File: config.mk
export PLATFORM = sky130hd
export DESIGN_NAME = gregorian_date_stepper_unit
export DESIGN_NICKNAME = d
export VERILOG_FILES = /design/src/hw/rtl/gds_pkg.sv /design/src/hw/rtl/gds_date_stage.sv /design/src/hw/rtl/gds_weekday_stage.sv /design/src/hw/rtl/gregorian_date_stepper_unit.sv
export SDC_FILE = /design/constraint.sdc
export NUM_CORES = 1
export LEC_CHECK = 0
export ABC_AREA = 1
export BUFFER_PORTS_ARGS = -buffer_cell sky130_fd_sc_hd__buf_2
export CAP_MARGIN = 5
export CORE_ASPECT_RATIO = 0.6
export CORE_MARGIN = 3
export CORE_UTILIZATION = 60
export CTS_CLUSTER_SIZE = 30
export DETAILED_ROUTE_END_ITERATION = 8
export PLACE_DENSITY = 0.74
export SLEW_MARGIN = 20
export SYNTH_ARGS = -nofsm -noshare
export SYNTH_HDL_FRONTEND = slang
export SYNTH_HIERARCHICAL = 1
export SYNTH_SLANG_ARGS = --single-unit
export TNS_END_PERCENT = 10
File: constraint.sdc
create_clock -name clk -period 6.35 [get_ports clk]
set_input_delay 0.635 -clock clk [delete_from_list [all_inputs] [get_ports clk]]
set_output_delay 0.635 -clock clk [all_outputs]
set_load 0.01 [all_outputs]
File: src/hw/rtl/gds_pkg.sv
// Shared types, constants and calendar helper functions for the Gregorian
// date stepper. No dependencies.
package gds_pkg;

  localparam int NumStages = 5;
  localparam int YearW     = 14;
  localparam int MonthW    = 4;
  localparam int DayW      = 5;
  localparam int WdayW     = 3;
  localparam int McodeW    = 6;
  localparam int Q100W     = 8;

  localparam logic [YearW-1:0]  YearMin   = 14'd1;
  localparam logic [YearW-1:0]  YearMax   = 14'd9999;
  localparam logic [MonthW-1:0] MonthJan  = 4'd1;
  localparam logic [MonthW-1:0] MonthFeb  = 4'd2;
  localparam logic [MonthW-1:0] MonthMar  = 4'd3;
  localparam logic [MonthW-1:0] MonthDec  = 4'd12;
  localparam logic [DayW-1:0]   DayFirst  = 5'd1;

  // Direction codes
  localparam logic ActNext = 1'b0;
  localparam logic ActPrev = 1'b1;

  // 2^19 / 100 rounded up; exact floor quotient for every 14-bit value
  localparam logic [12:0] Recip100 = 13'd5243;
  localparam int          Recip100Shift = 19;

  typedef logic [NumStages-1:0] stage_vec_t;

  // Item handed from the date stage to the weekday stage
  typedef struct packed {
    logic              ok;
    logic [YearW-1:0]  year;
    logic [MonthW-1:0] month;
    logic [DayW-1:0]   day;
    logic [YearW-1:0]  wyear;   // year used by the weekday sum
    logic [McodeW-1:0] mcode;   // (13*m+8)/5 with Jan/Feb as months 13/14
  } date_item_t;

  // Floor of y / 100 by reciprocal multiply
  function automatic logic [Q100W-1:0] div100(input logic [YearW-1:0] y);
    logic [26:0] prod;
    prod = {13'd0, y} * {14'd0, Recip100};
    return prod[Recip100Shift +: Q100W];
  endfunction

  // Days in a month; zero for a month code outside 1..12
  function automatic logic [DayW-1:0] month_len(input logic [MonthW-1:0] m,
                                                input logic leap);
    logic [DayW-1:0] n;
    case (m)
      4'd1, 4'd3, 4'd5, 4'd7, 4'd8, 4'd10, 4'd12: n = 5'd31;
      4'd4, 4'd6, 4'd9, 4'd11:                    n = 5'd30;
      4'd2:                                       n = leap ? 5'd29 : 5'd28;
      default:                                    n = 5'd0;
    endcase
    return n;
  endfunction

  // Month term of the weekday sum
  function automatic logic [McodeW-1:0] month_code(input logic [MonthW-1:0] m);
    logic [McodeW-1:0] c;
    case (m)
      4'd1:    c = 6'd35;
      4'd2:    c = 6'd38;
      4'd3:    c = 6'd9;
      4'd4:    c = 6'd12;
      4'd5:    c = 6'd14;
      4'd6:    c = 6'd17;
      4'd7:    c = 6'd19;
      4'd8:    c = 6'd22;
      4'd9:    c = 6'd25;
      4'd10:   c = 6'd27;
      4'd11:   c = 6'd30;
      4'd12:   c = 6'd32;
      default: c = 6'd0;
    endcase
    return c;
  endfunction

endpackage

File: src/hw/rtl/gds_date_stage.sv
// Stages 1 and 2: year/100 quotient, then validation and the one-day step.
// Depends on gds_pkg.
module gds_date_stage (
  input  logic                      clk,
  input  logic                      rst,
  input  logic                      in_valid,
  input  logic                      action,
  input  logic [gds_pkg::YearW-1:0] in_year,
  input  logic [gds_pkg::MonthW-1:0] in_month,
  input  logic [gds_pkg::DayW-1:0]  in_day,
  input  logic [1:0]                hold,
  output logic [1:0]                vld,
  output gds_pkg::date_item_t       item
);
  import gds_pkg::*;

  // Stage 1 registers
  logic              act1;
  logic [YearW-1:0]  y1;
  logic [MonthW-1:0] m1;
  logic [DayW-1:0]   d1;
  logic [Q100W-1:0]  q1;

  logic [YearW-1:0]  r100_full;
  logic [6:0]        r100;
  logic              leap;
  logic [DayW-1:0]   mlen;
  logic              valid_in;
  logic [YearW-1:0]  ny;
  logic [MonthW-1:0] nm;
  logic [DayW-1:0]   nd;
  logic              ok_next;
  date_item_t        item_next;

  // Advance the valid bits of both stages
  always_ff @(posedge clk) begin
    if (rst) begin
      vld <= '0;
    end else begin
      if (!hold[0]) vld[0] <= in_valid;
      if (!hold[1]) vld[1] <= vld[0];
    end
  end

  // Capture the input item and its year quotient
  always_ff @(posedge clk) begin
    if (!hold[0]) begin
      act1 <= action;
      y1   <= in_year;
      m1   <= in_month;
      d1   <= in_day;
      q1   <= div100(in_year);
    end
  end

  // Leap rule and month length
  always_comb begin
    r100_full = y1 - ({6'd0, q1} * 14'd100);
    r100      = r100_full[6:0];
    leap      = (y1[1:0] == 2'b00) && ((r100 != 7'd0) || (q1[1:0] == 2'b00));
    mlen      = month_len(m1, leap);
    valid_in  = (y1 >= YearMin) && (y1 <= YearMax) && (m1 >= MonthJan) &&
                (m1 <= MonthDec) && (d1 >= DayFirst) && (d1 <= mlen);
  end

  // Step one day forward or back
  always_comb begin
    ny = y1;
    nm = m1;
    nd = d1;
    if (act1 == ActNext) begin
      if (d1 == mlen) begin
        nd = DayFirst;
        if (m1 == MonthDec) begin
          nm = MonthJan;
          ny = y1 + 14'd1;
        end else begin
          nm = m1 + 4'd1;
        end
      end else begin
        nd = d1 + 5'd1;
      end
    end else begin
      if (d1 == DayFirst) begin
        if (m1 == MonthJan) begin
          nm = MonthDec;
          ny = y1 - 14'd1;
        end else begin
          nm = m1 - 4'd1;
        end
        // year only changes into December, where leap does not matter
        nd = month_len(nm, leap);
      end else begin
        nd = d1 - 5'd1;
      end
    end
    ok_next = valid_in && (ny >= YearMin) && (ny <= YearMax);

    item_next.ok    = ok_next;
    item_next.year  = ok_next ? ny : y1;
    item_next.month = ok_next ? nm : m1;
    item_next.day   = ok_next ? nd : d1;
    if (ok_next && (nm < MonthMar)) begin
      item_next.wyear = ny - 14'd1;
    end else if (ok_next) begin
      item_next.wyear = ny;
    end else begin
      item_next.wyear = '0;
    end
    item_next.mcode = month_code(nm);
  end

  always_ff @(posedge clk) begin
    if (!hold[1]) begin
      item <= item_next;
    end
  end

endmodule

File: src/hw/rtl/gds_weekday_stage.sv
// Stages 3 to 5: weekday sum of the stepped date and its reduction mod 7.
// Depends on gds_pkg.
module gds_weekday_stage (
  input  logic                       clk,
  input  logic                       rst,
  input  logic                       up_valid,
  input  gds_pkg::date_item_t        up_item,
  input  logic [2:0]                 hold,
  output logic [2:0]                 vld,
  output logic                       ok,
  output logic [gds_pkg::YearW-1:0]  out_year,
  output logic [gds_pkg::MonthW-1:0] out_month,
  output logic [gds_pkg::DayW-1:0]   out_day,
  output logic [gds_pkg::WdayW-1:0]  weekday
);
  import gds_pkg::*;

  localparam int SumW = 15;

  // Stage 3 registers
  date_item_t       it3;
  logic [Q100W-1:0] q3;
  // Stage 4 registers
  logic              ok4;
  logic [YearW-1:0]  y4;
  logic [MonthW-1:0] m4;
  logic [DayW-1:0]   d4;
  logic [SumW-1:0]   sum4;

  logic [SumW-1:0] sum_next;
  logic [5:0]      fold1;
  logic [3:0]      fold2;
  logic [WdayW-1:0] wd_next;

  // Valid bits
  always_ff @(posedge clk) begin
    if (rst) begin
      vld <= '0;
    end else begin
      if (!hold[0]) vld[0] <= up_valid;
      if (!hold[1]) vld[1] <= vld[0];
      if (!hold[2]) vld[2] <= vld[1];
    end
  end

  // Stage 3: century count of the weekday year
  always_ff @(posedge clk) begin
    if (!hold[0]) begin
      it3 <= up_item;
      q3  <= div100(up_item.wyear);
    end
  end

  // Stage 4: weekday sum
  always_comb begin
    sum_next = {1'b0, it3.wyear} + {3'd0, it3.wyear[YearW-1:2]}
             - {7'd0, q3} + {9'd0, q3[Q100W-1:2]}
             + {9'd0, it3.mcode} + {10'd0, it3.day};
  end

  always_ff @(posedge clk) begin
    if (!hold[1]) begin
      ok4  <= it3.ok;
      y4   <= it3.year;
      m4   <= it3.month;
      d4   <= it3.day;
      sum4 <= sum_next;
    end
  end

  // Stage 5: mod 7 by folding octal digits (8 = 1 mod 7)
  always_comb begin
    fold1 = {3'd0, sum4[2:0]} + {3'd0, sum4[5:3]} + {3'd0, sum4[8:6]}
          + {3'd0, sum4[11:9]} + {3'd0, sum4[14:12]};
    fold2 = {1'b0, fold1[2:0]} + {1'b0, fold1[5:3]};
    if (fold2 >= 4'd7) begin
      wd_next = WdayW'(fold2 - 4'd7);
    end else begin
      wd_next = fold2[WdayW-1:0];
    end
  end

  always_ff @(posedge clk) begin
    if (!hold[2]) begin
      ok        <= ok4;
      out_year  <= y4;
      out_month <= m4;
      out_day   <= d4;
      weekday   <= ok4 ? wd_next : '0;
    end
  end

endmodule

File: src/hw/rtl/gregorian_date_stepper_unit.sv
// Top level of the Gregorian date stepper: five-stage pipeline and its
// stall chain. Depends on gds_pkg, gds_date_stage and gds_weekday_stage.
//
//  channel | valid     | stall     | payload
//  --------+-----------+-----------+------------------------------------------
//  input   | in_valid  | in_stall  | action, in_year, in_month, in_day
//  output  | out_valid | out_stall | ok, out_year, out_month, out_day, weekday
//
// One item enters per cycle while in_stall is low; results leave in input order.
// The five register stages are: year/100, validate and step,
// year/100 of the weekday year, weekday sum, mod 7 and output register.
// Reset clears the stage valid bits only.
// A stalled output holds the last stage; earlier stages keep moving into
// empty slots, so bubbles close up and in_stall rises only when all are full.
module gregorian_date_stepper_unit (
  input  logic                       clk,
  input  logic                       rst,
  input  logic                       in_valid,
  output logic                       in_stall,
  input  logic                       action,
  input  logic [gds_pkg::YearW-1:0]  in_year,
  input  logic [gds_pkg::MonthW-1:0] in_month,
  input  logic [gds_pkg::DayW-1:0]   in_day,
  output logic                       out_valid,
  input  logic                       out_stall,
  output logic                       ok,
  output logic [gds_pkg::YearW-1:0]  out_year,
  output logic [gds_pkg::MonthW-1:0] out_month,
  output logic [gds_pkg::DayW-1:0]   out_day,
  output logic [gds_pkg::WdayW-1:0]  weekday
);
  import gds_pkg::*;

  stage_vec_t v;
  stage_vec_t hold;
  date_item_t mid_item;

  // Hold a stage when it is full and the one after it holds
  always_comb begin
    hold[NumStages-1] = v[NumStages-1] && out_stall;
    for (int k = NumStages - 2; k >= 0; k--) begin
      hold[k] = v[k] && hold[k+1];
    end
  end

  assign in_stall  = hold[0];
  assign out_valid = v[NumStages-1];

  gds_date_stage u_date (
    .clk      (clk),
    .rst      (rst),
    .in_valid (in_valid),
    .action   (action),
    .in_year  (in_year),
    .in_month (in_month),
    .in_day   (in_day),
    .hold     (hold[1:0]),
    .vld      (v[1:0]),
    .item     (mid_item)
  );

  gds_weekday_stage u_wday (
    .clk       (clk),
    .rst       (rst),
    .up_valid  (v[1]),
    .up_item   (mid_item),
    .hold      (hold[4:2]),
    .vld       (v[4:2]),
    .ok        (ok),
    .out_year  (out_year),
    .out_month (out_month),
    .out_day   (out_day),
    .weekday   (weekday)
  );

  // A valid result names a real month and weekday
  assert property (@(posedge clk) disable iff (rst)
    out_valid && ok |-> (out_month >= MonthJan) && (out_month <= MonthDec) &&
                        (weekday <= 3'd6))
    else $error("ok result with bad month or weekday");

  // A rejected item carries weekday zero
  assert property (@(posedge clk) disable iff (rst)
    out_valid && !ok |-> (weekday == '0))
    else $error("rejected item with nonzero weekday");

  // Input stalls only behind a stalled, full output
  assert property (@(posedge clk) disable iff (rst)
    in_stall |-> out_valid && out_stall && (v == '1))
    else $error("input stalled with room in the pipe");

  // A stalled result keeps its year, day and weekday
  assert property (@(posedge clk) disable iff (rst)
    out_valid && out_stall |=> out_valid && $stable(out_year) &&
                               $stable(out_day) && $stable(weekday))
    else $error("stalled result changed");

endmodule

Yosys cells after proc, flatten, opt, wreduce, memory -nomap -nowiden
Memory sizes are Yosys's and may differ from the RTL's. A register that Yosys moved wholly into a read port is not among the register bits.
Index checks and enable logic that the tools add are counted.

operators by class
  $add $sub $neg = 19
  $mul = 3
  order comparisons = 10
  eq/ne operators = 26
  mux-type cells = 24
  reduce and logical (&&, ||, !) cells = 23

operators with widths
  cell                                                                                   count
  14-bit 2-to-1 mux                                                                      8
  14-bit by 13-bit multiplier with 27-bit output (second input constant)                 2
  4-bit == test (second input constant)                                                  10
  4-bit by 3-bit == test with 1-bit output (second input constant)                       8
  4-bit 2-to-1 mux                                                                       8
  15-bit by 6-bit adder with 15-bit output                                               2
  5-bit one-hot mux with 3 select lines                                                  2
  14-bit by 1-bit greater-or-equal comparator with 1-bit output (second input constant)  2
  14-bit less-or-equal comparator (second input constant)                                2
  14-bit by 1-bit subtractor with 14-bit output (second input constant)                  2
  5-bit 2-to-1 mux                                                                       4
  6-bit by 3-bit adder with 6-bit output                                                 3
  4-bit by 2-bit == test with 1-bit output (second input constant)                       4
  14-bit by 12-bit adder with 15-bit output                                              1
  15-bit by 5-bit adder with 15-bit output                                               1
  15-bit by 8-bit subtractor with 15-bit output                                          1
  14-bit by 1-bit adder with 14-bit output (second input constant)                       1
  1-bit logical AND                                                                      14
  7-bit OR reduction                                                                     2
  3-bit by 3-bit adder with 4-bit output                                                 2
  4-bit by 1-bit == test with 1-bit output (second input constant)                       2
  8-bit by 5-bit multiplier with 5-bit output (second input constant)                    1
  4-bit OR reduction                                                                     2
  7-bit nonzero test                                                                     1
  19 further kinds                                                                       20

storage, ports and cells
  register bits after elaboration = 193
  ROM bits = 96
  bits of input ports = 28
  output and inout port bits = 29
  memories = 1

memories
  memory           depth  bits a word  read ports  clocked after Yosys merged registers in  write ports  RTL line       text
  (no name shown)  16     6            1           1                                        0            gds_pkg.sv:64  case (m)

Logic depth before layout (Yosys ltp)
Gate-level depths: netlist (run 1).

  depth in word-level cells = 15
  depth in mapped cells = 29
  gate-level depth less buffers = 29

Modules after synthesis
Netlist (run 1), hierarchy kept.

modules (own cells, without submodules)
  module                       instances  cells each  area an instance (µm²)  sequential area each (µm²)
  gds_weekday_stage            1          835         9410.3                  3603.5
  gds_date_stage               1          989         8440.6                  2232.1
  gregorian_date_stepper_unit  1          9           55.1                    0.0

Worst setup path after synthesis (run 1)
OpenSTA, ideal clock, no wires.

  path kind = input -> register
  from = in in_year[5] (netlist name)
  to = reg u_date.q1[3], data pin
  setup time = 0.262 ns
  arrival time = 4.096 ns
  data required time = 6.088 ns
  setup slack = 1.992 ns
  cell stages on the path = 20
  path through = ha_1 inv_1 fa_1 fa_1 inv_1 ha_1 inv_1 fa_1 inv_1 ha_1 a21oi_1 nor2_1 a211oi_1 o21ai_0 nand2_1 nand2_1 nand3_1 nand2_1 a21oi_1 xor2_1

on the way
  word-level cells in the longest chain between the ends = 1

RTL lines
  item                                            RTL line                           text
  start, declared                                 gregorian_date_stepper_unit.sv:21  input logic [gds_pkg::YearW-1:0] in_year,
  14-bit by 13-bit multiplier with 27-bit output  gds_pkg.sv:44                      prod = {13'd0, y} * {14'd0, Recip100};
  end signal, assigned                            gds_date_stage.sv:52               q1 <= div100(in_year);
  end, declared                                   gds_date_stage.sv:22               logic [Q100W-1:0] q1;

No other way between the ends.
A chain may end at the register's enable or synchronous reset.

==> results of run 1 <==
## per-stage QoR
stage | std cells | power (W) | setup slack, ns | hold WS, ns
floorplan | 1833 | 0.00543 | 1.99 | 0.400
global placement | 2276 | 0.00624 | 1.56 | 0.404
detailed placement | 2276 | 0.00650 | 1.44 | 0.405
CTS | 2308 | 0.00768 | 1.40 | 0.340
global route | 2308 | 0.00849 | 0.836 | 0.341
finish | 2308 | 0.00767 | 1.34 | 0.358
## power groups by stage
| stage | registers [W] | logic [W] | clock network [W] |
|---|---|---|---|
| 2_1_floorplan | 0.00184 | 0.00359 | 0 |
| 3_3_place_gp | 0.00188 | 0.00436 | 0 |
| 3_5_place_dp | 0.00188 | 0.00462 | 0 |
| 4_1_cts | 0.00186 | 0.00468 | 0.00115 |
| 5_1_grt | 0.00188 | 0.00542 | 0.00120 |
| 6_report | 0.00185 | 0.00469 | 0.00113 |
## cells in the final DEF (no fill, tap or decap), types with 3 or more instances in the layout
cell,instances
a21oi_1,73
a21oi_2,3
buf_2,56
buf_4,4
clkbuf_16,17
dfxtp_1,5
edfxtp_1,191
fa_1,159
ha_1,256
inv_1,390
inv_2,9
inv_6,5
inv_8,4
nand2_1,303
nand2_2,15
nand2_4,3
nand3_1,105
nand3b_1,3
nand4_1,34
nor2_1,97
nor2_2,8
nor2_4,9
nor2_8,3
nor3_1,14
nor3_2,3
nor4_1,3
o211ai_1,6
o21a_1,3
o21ai_0,43
o21ai_1,3
o21bai_1,5
xnor2_1,10
xor2_1,34
## cells by family (layout without fill, tap and decap cells)
family | count (synthesis) | after routing | synth area share [%]
adder cells (fa/ha/maj) | 415 | 415 | 35.7
buffers and inverters | 418 | 493 | 9.09
AO/OA/AOI/OAI | 149 | 149 | 4.65
AND/OR/NAND/NOR | 611 | 611 | 15.9
flip-flops | 196 | 196 | 32.6
XOR/XNOR | 44 | 44 | 2.15
## how the worst max path moves through the flow
| stage | to | slack (ns) | cells after the start |
|---|---|---|---|
| after floorplan | u_date/q1[3] | 1.99 | 20 |
| final | u_date/item[27] | 1.34 | 24 |
| after CTS | u_date/item[27] | 1.40 | 24 |
| after global placement | u_date/q1[3] | 1.56 | 21 |
| after global routing | u_date/item[32] | 0.84 | 24 |
| after detailed placement | u_date/item[40] | 1.44 | 24 |
## area by class of cell
type	instances	area [µm²]	share of cell area, %
Multi-Input combinational cell	1219	10400	54.3
Timing Repair Buffer	60	310	1.61
Sequential cell	196	5840	30.4
Clock inverter	14	184	0.957
Clock buffer	18	429	2.23
Tap cell	400	500	2.60
Inverter	401	1510	7.87
## critical path: stages (launching register included)
cell and delay (ns):
edfxtp_1 0.51, inv_1 0.20, ha_1 0.31, nand2_4 0.13
nor2_8 0.06, nor4_1 0.34, inv_1 0.10, nor3_1 0.31
ha_1 0.32, nand2_1 0.13, nor2_4 0.07, nand3_4 0.10
nand2_1 0.11, nand2_1 0.11, xor2_1 0.40, inv_1 0.12
ha_1 0.22, nand3_1 0.10, nor2_1 0.07, nand4_1 0.14
nor2_4 0.06, nor2_8 0.34, nand2_8 0.26, nand2_1 0.14
nand2_1 0.08
## synth_stat cells, types with 3 or more instances
| master | n | area share (%) |
|---|---|---|
| o21ai_0 | 43 | 1.2 |
| buf_4 | 5 | 0.21 |
| nand2_1 | 303 | 6.4 |
| nor2_8 | 3 | 0.34 |
| nand2_4 | 3 | 0.19 |
| nor3_2 | 3 | 0.17 |
| o21ai_1 | 3 | 0.084 |
| nand4_1 | 34 | 1.2 |
| ha_1 | 256 | 18 |
| nand3_1 | 105 | 2.9 |
| inv_1 | 392 | 8.2 |
| nor2_1 | 97 | 2.0 |
| edfxtp_1 | 191 | 32 |
| nor3_1 | 14 | 0.39 |
| xnor2_1 | 10 | 0.49 |
| nor2_2 | 8 | 0.28 |
| a21oi_1 | 73 | 2.0 |
| a21oi_2 | 3 | 0.15 |
| nand3b_1 | 3 | 0.13 |
| o211ai_1 | 6 | 0.25 |
| buf_2 | 8 | 0.22 |
| nor2_4 | 9 | 0.57 |
| o21a_1 | 3 | 0.13 |
| nor4_1 | 3 | 0.10 |
| dfxtp_1 | 5 | 0.56 |
| xor2_1 | 34 | 1.7 |
| buf_6 | 3 | 0.19 |
| fa_1 | 159 | 18 |
| nand2_2 | 15 | 0.52 |
| inv_2 | 7 | 0.15 |
| o21bai_1 | 5 | 0.21 |
## routing by layer
layer	track usage [%]	wire (µm)	up-vias
met5	0	0	-
met4	4.88	471	0
met3	5.63	3890	32
met1	41.7	19500	6074
li1	-	-	6060
met2	36.6	16400	521
## registers in the layout, indices dropped and copies added, names as in the netlist, 5 cells and up
signal and cells:
u_wday/out_year 14, u_date/q1 5, u_wday/y4 14, u_wday/it3 44, u_date/y1 14, u_wday/sum4 15
u_date/d1 5, u_wday/out_day 5, u_wday/q3 8, u_date/item 44, u_wday/d4 5
==> results.json, run 1 <==
{
  "status": "finished clean",
  "stdcell_area_um2": 19200,
  "clock_power_share_pct": 14.7,
  "synth.avg_cell_area_um2": 9.77,
  "worstSetupStartpoint": "u_date/m1[0]",
  "combPwrFrac_pct": 61.1,
  "crit_type": "register to register",
  "slew_viol_final": 0,
  "p_seq_share_pct": 24.2,
  "hold_end": "u_date/act1",
  "grt_pass1_vias": 12300,
  "cts_buffers": 17,
  "die_area_um2": 32000,
  "antenna_left": 0,
  "crit_path_start_kind": "register",
  "required_ns": 6.55,
  "finalHoldViolCount": 0,
  "yosys_warnings": 6,
  "max_slew_margin_pct": 39.1,
  "post_cts_buffers": 0,
  "internal_power_w": 0.00418,
  "cts_tree": "built",
  "setup_tns_ns": 0,
  "io_buffers": 56,
  "synth-seq-area-share_pct": 32.6,
  "die_y_um": 140,
  "vias": 12700,
  "num-fill-cells": 2317,
  "yosysUniqueCellTypes": 52,
  "drive_above_1_share_pct": 8.12,
  "rrSetupSlack_ns": 1.34,
  "reg2reg_to": "u_date/item[27]",
  "syn_inst": 1833,
  "antenna_cells": 0,
  "grt_max_degree": 54,
  "power.leakage_nw": 9.75,
  "place_area_um2": 18600,
  "postSynthNetCount": 2276,
  "path_clk_slew_ns": 0.08,
  "setup_viol": 0,
  "period_share_pct": 78.8,
  "synth_edf_count": 191,
  "synth_ff_type": "edfxtp_1",
  "tightest_slew_ns": 0.913,
  "clock_latency_ns": 0.45,
  "nets": 2338,
  "root_buffer": "clkbuf_16",
  "gr-total-overflow": 0,
  "min_path_type": "input pin to register",
  "fin_util_pct": 66.1,
  "drc": 0,
  "initial_core_util_pct": 61.6,
  "htree_levels": 4,
  "cts_buffer_depth": 2,
  "r2r_start": "u_date/m1[0]",
  "arrival_ns": 5.21,
  "hold_buffers": 0,
  "clock_sinks": 196,
  "firstDrtPassIters": 5,
  "dp_hpwl_um": 32700,
  "ys_seq_elements": 196,
  "routed_wirelength_um": 40300,
  "period_minus_slack_ns": 5.01,
  "p_sw_share_pct": 45.5,
  "gp_congestion": 0.947,
  "irDropWorstVdd_mv": 0.805,
  "min_from": "action",
  "reg2reg_depth": 24,
  "grt_antenna_before_repair": 0,
  "cts_resized": 0,
  "drt-initial-drc-count": 1265,
  "skew_ns": 0.0155,
  "placementRows": 48,
  "crit_path_max_fanout": 36,
  "cap_violations": 0,
  "grt_usage_pct": 26.1,
  "min_path_cells": 1,
  "syn_to_final_growth_pct": 7.31,
  "max_freq_ghz": 0.200,
  "endpoint_kind": "register",
  "rsz0062_at_grt": "no",
  "async_flop_share_pct": 0,
  "grt_pass1_wl_um": 65100,
  "die_x_um": 229,
  "p_per_area_nw_per_um2": 399,
  "core_area_um2": 29100,
  "switching_power_w": 0.00349,
  "wl_per_cell_um": 17.5,
  "syn_area_um2": 17900,
  "vias_per_cell": 5.50,
  "io_pins": 57
}
Note: power is estimated with default switching activity, not from simulation.
==> run 2, diff against run 1 <==
clock period = 4.8 ns   (was 6.35 ns; I/O delays follow)
==> run 2 against run 1 <==
Clock skew up 0.0021 ns. Combinational power up 35%. First-iteration DRC count down 2.2%. Critical path type unchanged.
==> results.json, run 2 (synthesized netlist as in run 1, its figures left out) <==
{
  "multi_input_area_um2": 10500,
  "fin_cells": 2347,
  "die_area_um2": 32000,
  "firstDrtPassIters": 5,
  "path_clk_slew_ns": 0.08,
  "setup_viol": 0,
  "register_area_um2": 5840,
  "cts_buffers": 17,
  "crit_top_cell": "fa_1",
  "min_path_cells": 1,
  "min_path_type": "input pin to register",
  "rrSetupSlack_ns": 0.17,
  "hold_slack_ns": 0.205,
  "clock_latency_ns": 0.45,
  "vias": 12700,
  "grt_usage_pct": 26.1,
  "worstSetupStartpoint": "u_date/item[17]",
  "arrival_ns": 4.84,
  "routed_wirelength_um": 40200,
  "gr-total-overflow": 0,
  "antenna_cells": 0,
  "grt_pass1_vias": 12100,
  "cts_buffer_depth": 2,
  "irDropWorstVdd_mv": 1.35,
  "path_cells": "buf_4, fa_1, ha_1, inv_1, fa_1, fa_1, fa_1, inv_1, ha_2, nand2_1, nor2_4, nand4_2, nor2_1, o21ai_1, nand4_1, nand2_1",
  "dp_hpwl_um": 33100,
  "period_share_pct": 96.5,
  "wl_per_cell_um": 17.1,
  "initial_core_util_pct": 61.6,
  "io_buffers": 56,
  "finalHoldViolCount": 0,
  "nets": 2379,
  "skew_ns": 0.0176,
  "final_common_cell": "inv_1",
  "io_pins": 57,
  "period_minus_slack_ns": 4.63,
  "placementRows": 48,
  "grt_pass1_wl_um": 65200,
  "dp.cells": 2308,
  "crit_path_start_kind": "register",
  "cap_violations": 0,
  "p_per_area_nw_per_um2": 521,
  "setup.worst_path.end": "u_wday/q3[6]",
  "syn_to_final_growth_pct": 8.85,
  "max_stage_delay_ns": 0.55,
  "tightest_slew_ns": 0.624,
  "mostFrequentLayoutCells": "390 x inv_1, 303 x nand2_1, 255 x ha_1, 191 x edfxtp_1, 159 x fa_1",
  "cts_tree": "built",
  "power.leakage_nw": 9.94,
  "cpMaxStageDelayCell": "fa_1",
  "vias_per_cell": 5.42,
  "slew_viol_final": 0,
  "crit_path_max_fanout": 6,
  "drc": 0,
  "reg_top3": "u_date/item x44, u_wday/it3 x44, u_wday/sum4 x15",
  "max_freq_ghz": 0.216,
  "status": "finished clean",
  "htree_levels": 4,
  "core_area_um2": 29100,
  "antenna_left": 0,
  "required_ns": 5.01,
  "reg2reg_depth": 16,
  "r2r_start": "u_date/item[17]",
  "crit_type": "register to register",
  "drt-initial-drc-count": 1237,
  "clock_sinks": 196,
  "die_y_um": 140,
  "grt_max_degree": 45,
  "die_x_um": 229,
  "reg2reg_to": "u_wday/q3[6]",
  "num-fill-cells": 2317,
  "gp_congestion": 0.976,
  "max_slew_margin_pct": 58.3,
  "root_buffer": "clkbuf_16",
  "endpoint_kind": "register",
  "grt_antenna_before_repair": 0,
  "drive_above_1_share_pct": 10.4,
  "min_from": "action"
}
run 2: cell type report:
class                   count  area share (%)
clock buffers              19            2.22
repair buffers            101            3.17
inverters                 401            7.76
well taps                 400            2.57
multi-input cells        1219            53.7
flip-flops and latches    196            29.9
clock inverters            11           0.597
run 2: worst max-delay path, delay by kind of cell, from the launching register on:
family / cells / cell delay [ns]
AO/OA/AOI/OAI: 1 / 0.13
adder cells (fa/ha/maj): 6 / 2.66
buffers and inverters: 3 / 0.31
flip-flops: 1 / 0.54
AND/OR/NAND/NOR: 6 / 0.75
run 2: worst min-delay path by stage:
stage / end / slack [ns]
floorplan: u_wday/it3[0] / 0.40
global placement: u_wday/it3[24] / 0.40
detailed placement: u_wday/it3[0] / 0.40
CTS: u_date/act1 / 0.18
global route: u_date/d1[4] / 0.18
finish: u_date/act1 / 0.20
run 2: what timing repair did:
item / CTS / global route
gates resized for setup: 0 / 8
setup endpoints to repair: 0 / 46
hold buffers: 0 / 0
buffers inserted: 0 / 9
endpoints found under the hold margin: 0 / 0
run 2: metal layers:
metal,share of wire (%),global-route usage [%],wire length [µm],vias up
li1,-,-,-,6144
met1,50,42.4,20100,6078
met2,41,36.9,16600,471
met3,7.6,4.54,3060,29
met4,1.0,4.75,418,0
met5,0,0,0,-
run 2: where the power goes:
group | total (W) | internal, W | switching (W)
clock network | 0.00140 | 0.000726 | 0.000677
registers | 0.00243 | 0.00229 | 0.000139
logic | 0.00632 | 0.00252 | 0.00381
total | 0.0102 | 0.00553 | 0.00462
run 2: stage by stage:
stage / setup slack, ns / power, W / utilization [%] / cell area [µm²] / TNS, ns
2_1_floorplan: 0.562 / 0.00718 / - / 17900 / 0
3_3_place_gp: 0.123 / 0.00825 / 64.8 / 18800 / 0
3_5_place_dp: 0.0706 / 0.00863 / 64.8 / 18800 / 0
4_1_cts: 0.0683 / 0.0101 / 66.7 / 19400 / 0
5_1_grt: -0.000277 / 0.0114 / 67.1 / 19500 / -0.000277
6_report: 0.169 / 0.0102 / 67.1 / 19500 / 0
==> run 3, diff against run 2 <==
BUFFER_PORTS_ARGS = default   (was -buffer_cell sky130_fd_sc_hd__buf_2)
DONT_BUFFER_PORTS = 1   (was default)
PLACE_DENSITY = 0.73   (was 0.74)
==> run 3 against run 2 <==
Non-clock buffer count shrank 59. Hold slack worse by 0.11 ns. Worst setup slack gained 0.046 ns. Combinational power decreased by 0.6%. Largest cell class unchanged. Highest routed layer unchanged.
==> results.json, run 3 (synthesized netlist as in run 1, its figures left out) <==
{
  "status": "finished clean",
  "path_clk_slew_ns": 0.08,
  "arrival_ns": 4.80,
  "io_pins": 57,
  "irDropWorstVdd_mv": 1.02,
  "period_share_pct": 95.5,
  "core_area_um2": 29100,
  "skew_ns": 0.0147,
  "endpoint_kind": "register",
  "reg_top3": "u_date/item x44, u_wday/it3 x44, u_wday/sum4 x15",
  "cts_buffer_depth": 2,
  "setup_tns_ns": 0,
  "htree_levels": 4,
  "max_stage_delay_ns": 0.54,
  "grt_max_degree": 45,
  "cts_buffers": 17,
  "cts_tree": "built",
  "rsz0062_at_grt": "no",
  "wl_per_cell_um": 17.7,
  "setup.worst_path.end": "u_wday/q3[7]",
  "path_cells": "buf_4, fa_1, ha_1, inv_1, fa_1, inv_1, fa_1, inv_1, fa_1, inv_1, ha_1, nand2_2, nor2_4, nand2_1, nor3_2, nand3_1, nand4_1, nand2_1",
  "placementRows": 48,
  "finalHoldViolCount": 0,
  "max_freq_ghz": 0.218,
  "die_x_um": 229,
  "cpMaxStageDelayCell": "fa_1",
  "routed_wirelength_um": 40600,
  "die_area_um2": 32000,
  "stdcell_area_um2": 19300,
  "clock_sinks": 196,
  "reg2reg_to": "u_wday/q3[7]",
  "root_buffer": "clkbuf_16",
  "final_common_cell": "inv_1",
  "rrSetupSlack_ns": 0.21,
  "tightest_slew_ns": 0.975,
  "min_path_type": "input pin to register",
  "vias_per_cell": 5.48,
  "cp_num_cells": 18,
  "vias": 12500,
  "drt-initial-drc-count": 1093,
  "drive_above_1_share_pct": 7.62,
  "mostFrequentLayoutCells": "389 x inv_1, 303 x nand2_1, 256 x ha_1, 191 x edfxtp_1, 159 x fa_1",
  "io_buffers": 0,
  "required_ns": 5.01,
  "grt_pass1_wl_um": 65400,
  "syn_to_final_growth_pct": 7.74,
  "drc": 0,
  "critPathTopFamily": "adder cells",
  "crit_path_max_fanout": 5,
  "firstDrtPassIters": 6,
  "p_per_area_nw_per_um2": 534,
  "gr-total-overflow": 0,
  "crit_type": "register to register",
  "period_minus_slack_ns": 4.59,
  "cap_violations": 0,
  "crit_buf_inv": 5,
  "slew_viol_final": 0,
  "reg2reg_depth": 18,
  "antenna_cells": 0,
  "max_slew_margin_pct": 34.6,
  "clock_latency_ns": 0.46,
  "place_area_um2": 18600,
  "nets": 2320,
  "worstSetupStartpoint": "u_date/item[16]",
  "crit_path_start_kind": "register",
  "power.leakage_nw": 9.74,
  "antenna_left": 0,
  "gp_congestion": 0.967,
  "grt_usage_pct": 26.3,
  "dp_hpwl_um": 33200,
  "initial_core_util_pct": 61.6,
  "grt_pass1_vias": 12300,
  "r2r_start": "u_date/item[16]",
  "die_y_um": 140,
  "grt_antenna_before_repair": 0,
  "setup_viol": 0
}
run 3: cell count changes in the layout (fill, tap and decap cells not counted), moves of 2 or more:
cell	before	now
buf_2	56	0
buf_4	45	42
bufinv_16	1	3
clkbuf_1	2	0
clkinv_1	0	2
clkinv_2	2	0
clkinv_8	0	4
inv_6	5	3
run 3: stage by stage:
| stage | util, % | total power [W] | setup slack, ns | cells | hold slack [ns] |
|---|---|---|---|---|---|
| after global routing | 66.4 | 0.0113 | 0.00292 | 2290 | 0.0690 |
| final | 66.4 | 0.0103 | 0.215 | 2290 | 0.0907 |
| after detailed placement | 63.9 | 0.00865 | 0.00370 | 2252 | 0.405 |
| after floorplan | - | 0.00718 | 0.562 | 1833 | 0.400 |
| after CTS | 66.1 | 0.0103 | 0.169 | 2284 | 0.0683 |
| after global placement | 63.9 | 0.00825 | 0.159 | 2252 | 0.402 |
run 3: area by class of cell:
cell class,instances,area (µm²)
multi-input cells,1219,10500
fillers,2333,9780
flip-flops and latches,196,5840
inverters,401,1510
well taps,400,500
clock buffers,17,425
repair buffers,42,315
clock inverters,15,235
run 3: repair_timing:
item	in CTS	in global routing
endpoints found under the setup margin	0	31
hold buffers	0	0
gates resized for setup	0	6
setup buffers	0	6
run 3: worst min path at each step:
stage / start / endpoint / slack, ns / cells after the start
global route: rst / u_wday/vld[0] / 0.07 / 1
finish: rst / u_date/vld[0] / 0.09 / 1
floorplan: u_date/item[0] / u_wday/it3[0] / 0.40 / 0
CTS: rst / u_date/vld[0] / 0.07 / 1
global placement: u_date/item[24] / u_wday/it3[24] / 0.40 / 0
detailed placement: u_date/item[0] / u_wday/it3[0] / 0.40 / 0
run 3: power by group:
part	switching, W	internal, W
logic	0.00382	0.00246
registers	0.000159	0.00229
clock network	0.000722	0.000858
run 3: per-layer routing:
layer / vias up / global-route usage, % / wire length (µm)
met5: - / 0 / 0
met4: 0 / 5.01 / 544
met3: 44 / 6.75 / 3840
met2: 481 / 36.8 / 16600
met1: 5993 / 41.4 / 19600
li1: 6022 / - / -
